`src/sv/ghist_pkg.sv`:
```
// Package for the green channel histogram unit.
// Holds sizes, op codes, controller states and the command/status structs.
// No dependencies.
`default_nettype none

package ghist_pkg;

  localparam int BIN_COUNT  = 256;
  localparam int BIN_BITS   = $clog2(BIN_COUNT);
  localparam int COUNT_BITS = 24;
  localparam int PCT_BITS   = 7;
  localparam int PCT_SCALE  = 100;
  localparam int PROD_BITS  = COUNT_BITS + PCT_BITS;
  localparam int DIV_STEPS  = PCT_BITS;
  localparam int STEP_BITS  = $clog2(DIV_STEPS);
  localparam int FIELD_BITS = 8;

  typedef enum logic [1:0] {
    OP_CLEAR = 2'd0,
    OP_ADD   = 2'd1,
    OP_READ  = 2'd2,
    OP_NOP   = 2'd3
  } op_t;

  typedef enum logic [2:0] {
    S_IDLE,
    S_ADD_RD,
    S_ADD_WR,
    S_RD_RD,
    S_RD_MUL,
    S_RD_DIV,
    S_RD_OUT
  } state_t;

  typedef struct packed {
    logic load;
    logic clear;
    logic mem_rd_add;
    logic mem_rd_read;
    logic add_wr;
    logic mul;
    logic div_step;
    logic out_load;
  } ghist_cmd_t;

  typedef struct packed {
    logic div_last;
    logic out_busy;
  } ghist_stat_t;

endpackage

`default_nettype wire

```
`src/sv/ghist_ctrl.sv`:
```
// Controller state machine of the green channel histogram unit.
// Sequences clear, add and read transactions; depends on ghist_pkg.
`default_nettype none

module ghist_ctrl (
  input  wire logic               clk,
  input  wire logic               rst,
  input  wire logic               in_valid,
  output logic                    in_ready,
  input  wire logic [1:0]         op,
  input  wire ghist_pkg::ghist_stat_t stat,
  output ghist_pkg::ghist_cmd_t   cmd
);

  ghist_pkg::state_t state, state_next;

  always_ff @(posedge clk) begin
    if (rst) begin
      state <= ghist_pkg::S_IDLE;
    end else begin
      state <= state_next;
    end
  end

  always_comb begin
    state_next = state;
    cmd        = '0;
    in_ready   = 1'b0;
    case (state)
      ghist_pkg::S_IDLE: begin
        in_ready = !rst;
        if (in_valid && !rst) begin
          cmd.load = 1'b1;
          case (ghist_pkg::op_t'(op))
            ghist_pkg::OP_CLEAR: cmd.clear = 1'b1;
            ghist_pkg::OP_ADD:   state_next = ghist_pkg::S_ADD_RD;
            ghist_pkg::OP_READ:  state_next = ghist_pkg::S_RD_RD;
            default:             state_next = ghist_pkg::S_IDLE;
          endcase
        end
      end
      ghist_pkg::S_ADD_RD: begin
        cmd.mem_rd_add = 1'b1;
        state_next     = ghist_pkg::S_ADD_WR;
      end
      ghist_pkg::S_ADD_WR: begin
        cmd.add_wr = 1'b1;
        state_next = ghist_pkg::S_IDLE;
      end
      ghist_pkg::S_RD_RD: begin
        cmd.mem_rd_read = 1'b1;
        state_next      = ghist_pkg::S_RD_MUL;
      end
      ghist_pkg::S_RD_MUL: begin
        cmd.mul    = 1'b1;
        state_next = ghist_pkg::S_RD_DIV;
      end
      ghist_pkg::S_RD_DIV: begin
        cmd.div_step = 1'b1;
        if (stat.div_last) begin
          state_next = ghist_pkg::S_RD_OUT;
        end
      end
      ghist_pkg::S_RD_OUT: begin
        if (!stat.out_busy) begin
          cmd.out_load = 1'b1;
          state_next   = ghist_pkg::S_IDLE;
        end
      end
      default: state_next = ghist_pkg::S_IDLE;
    endcase
  end

endmodule

`default_nettype wire

```
`config.mk`:
```
export PLATFORM = sky130hd
export DESIGN_NAME = ghist_ctrl
export DESIGN_NICKNAME = d
export VERILOG_FILES = /design/src/sv/ghist_pkg.sv /design/src/sv/ghist_ctrl.sv
export SDC_FILE = /design/constraint.sdc
export NUM_CORES = 1
export LEC_CHECK = 0
export BUFFER_PORTS_ARGS = -buffer_cell sky130_fd_sc_hd__buf_2
export CAP_MARGIN = 40
export CORE_AREA = 10 10 47 49
export DETAILED_ROUTE_END_ITERATION = 10
export DIE_AREA = 0 0 57 59
export GPL_ROUTABILITY_DRIVEN = 0
export PLACE_DENSITY = 0.52
export RECOVER_POWER = 50
export SYNTH_ARGS = -nofsm -noshare
export SYNTH_HDL_FRONTEND = slang
export SYNTH_SLANG_ARGS = --single-unit
```
`constraint.sdc`:
```
create_clock -name clk -period 1.1 [get_ports clk]
set_input_delay 0.11 -clock clk [delete_from_list [all_inputs] [get_ports clk]]
set_output_delay 0.11 -clock clk [all_outputs]
set_load 0.01 [all_outputs]
```
==> metrics <==
status=finished, violations left; failing checks=setup timing; nets=73; worst hold path type=in2reg; DR vias=around 370; pin slew with the least headroom to its limit=275 ps; DRT Wirelength=1.03 mm; final period utilization=1.19; worst-case clock buffer depth=2; Initial Util=0.217; worst path required time=990 ps; Max Fclk=between 0.7 and 0.8 GHz; crit path DAT=1200 ps; Fin Setup TNS=-1120 ps; max-slew violations=0; reported max-cap violation count=0; max FFs per register=3; DR WL/cell=approximately 13 um; dpl ws=-67.9 ps; busiest grt layer=met2; Ant. Diodes=0; critical path launch point=state[2]; Final Critical Period=1310 ps; crit-path max FO=4; Max transition margin=0.816; Die Y=59 um; sequential element share of the synthesized area=0.198; ratio of cells with drive above 1 in the final layout=0.698; CTS clk-pin slew, worst paths=approximately 40 ps; crit-path most repeated cell=buf_4; Register-to-Register Path Depth=4; post-synthesis cell area=304 um^2; Largest regs=state (3); placed instance area=419 um^2; critical register-to-register path startpoint=state[2]; min-delay src=rst; met3 Track Usage GR=0.0193; worst-path cell chain=buf_4 -> and3b_1 -> buf_4 -> buf_2; Tot GR Track Use=0.0656; max incr delay on CP=350 ps; Mapped Nets=44; Critical R2R Capture=state[1]; Most flops, register=state; routing usage on met1=0.0592; H-tree level count=1; die area=roughly 3400 um^2; hold endpoint=state[0]; hold path cells=2; DP HPWL=approximately 670 um; most common flop cell mapped by yosys=dfxtp_1; initial antenna violation count=0; power density relative to cell area=slightly above 800 nW/um^2; vias in the first global route=around 400; Area Overhead vs Synth=89.7%; syn_area_per_cell=8.69 um^2; total CTS buffers=3; CP endpoint kind=output pin; Vias/cell=4.66; Register-to-Register Setup Slack=-90 ps; Row Count=14; Final Hold Fails=0; clk_lat worst skew=roughly 240 ps; DR iter-0 viols=0; first-pass GRT wire length=roughly 1.7 mm; CTS root buffer=clkbuf_4; design area=577 um^2; core area=1400 um^2; DIE WIDTH=roughly 57 um; EDFF count, synth=0; pin count of the biggest net entering global routing=7; count of final setup violators=10; Unique masters post-synth=25; Yosys reg bits=3; input/output buffers=15; antenna viol nets, final=0; WS Path Type=reg2out; Async SR Flop Fraction=0; setup ws final=-206 ps; Clock Skews=2.12 ps; CTS Sinks=3; I/O Pins=16; drt first pass iters=1; Post-route DRC=0; met2 Use GR=0.116; Cells after Synth=35; VDD IR max=0.520 mV; CTS tree=done; P_leak=0.286 nW; RSZ-0062 raised after global routing=true; Syn. warnings=0; Worst path slowest cell=dfxtp_4; Worst setup SP type=flop; GR Overflow Total=0
==> power by group <==
part | total, mW | switching (mW) | leakage (nW) | internal (mW)
Combinational | 0.139 | 0.0603 | 0.245 | 0.0790
Clock | 0.203 | 0.0669 | 0.0150 | 0.137
Sequential | 0.125 | 0.0130 | 0.0267 | 0.112
==> cells by family (layout without fill, tap and decap cells) <==
logic type      count (synthesis)  count (layout)  share of synthesized area
compound gates                  7               7                      0.193
flops                           3               3                      0.198
buf+inv                         6              34                      0.115
simple gates                   17              17                      0.412
fa+ha+maj                       2               2                     0.0823
==> area by class of cell <==
type | instances | area, um^2
clock buffer | 4 | 26.3
fill | 145 | 825
inverter | 3 | 11.3
multi-input combinational | 26 | 259
sequential | 3 | 71.3
tap | 16 | 20.0
timing repair buffer | 27 | 189
==> per-layer routing <==
layer / vias up / wire length [um] / share of wire
li1: 179 / - / -
met1: 173 / 402 / 0.39
met2: 12 / 562 / 0.55
met3: 4 / 26 / 0.025
met4: 0 / 39 / 0.038
met5: - / 0 / 0
==> synthesized netlist by cell type, types with 2 or more instances <==
| cell type | n | area share |
|---|---|---|
| dfxtp_1 | 3 | 0.20 |
| inv_1 | 3 | 0.037 |
| nor3b_1 | 3 | 0.074 |
| ha_1 | 2 | 0.082 |
| nand2_1 | 2 | 0.025 |
| nand2b_1 | 2 | 0.041 |
| nor2b_1 | 2 | 0.041 |
==> through the flow <==
step	hold WS (ps)	util	instances	power [mW]
2_1_floorplan	192	-	35	0.199
3_3_place_gp	373	0.299	68	0.234
3_5_place_dp	369	0.299	68	0.234
4_1_cts	96.9	0.393	79	0.471
5_1_grt	121	0.412	79	0.495
6_report	107	0.412	79	0.468
==> worst max path at each step <==
stage                           to  slack, ps
after floorplan             cmd[6]        -30
after global placement    state[1]        -90
after detailed placement  state[1]        -70
after CTS                   cmd[6]       -200
after global routing        cmd[6]       -240
final                       cmd[1]       -210
==> placed cells by master (no fill, tap or decap) <==
cell type  instances
buf_6              5
inv_1              3
o21ba_2            1
clkbuf_4           3
nand2_1            1
nand2b_1           2
and2_1             1
dfxtp_4            3
a21boi_0           1
nand4b_1           1
nor3b_2            3
nor4bb_4           1
nand2_2            1
buf_2             13
and3_4             1
buf_4              9
a21oi_2            1
nor2_4             1
and3b_1            1
nor2b_1            2
o21bai_1           1
ha_1               2
clkbuf_1           1
a21oi_1            1
nor3_2             1
a221o_1            1
nor4_4             1
a2111oi_1          1
==> worst max-delay path, delay by kind of cell (launching register included) <==
| kind | cells | cell delay (ps) |
|---|---|---|
| and+or+nand+nor | 1 | 200 |
| DFF | 1 | 350 |
| buffers and inverters | 3 | 400 |
==> timing repair <==
action,in CTS,in global routing
gates resized for setup,16,4
hold buffers,0,0
setup endpoints to repair,12,11
pin swaps,5,3
cloned,0,0
setup buffers,7,0
(Power assumes the default switching activity.)
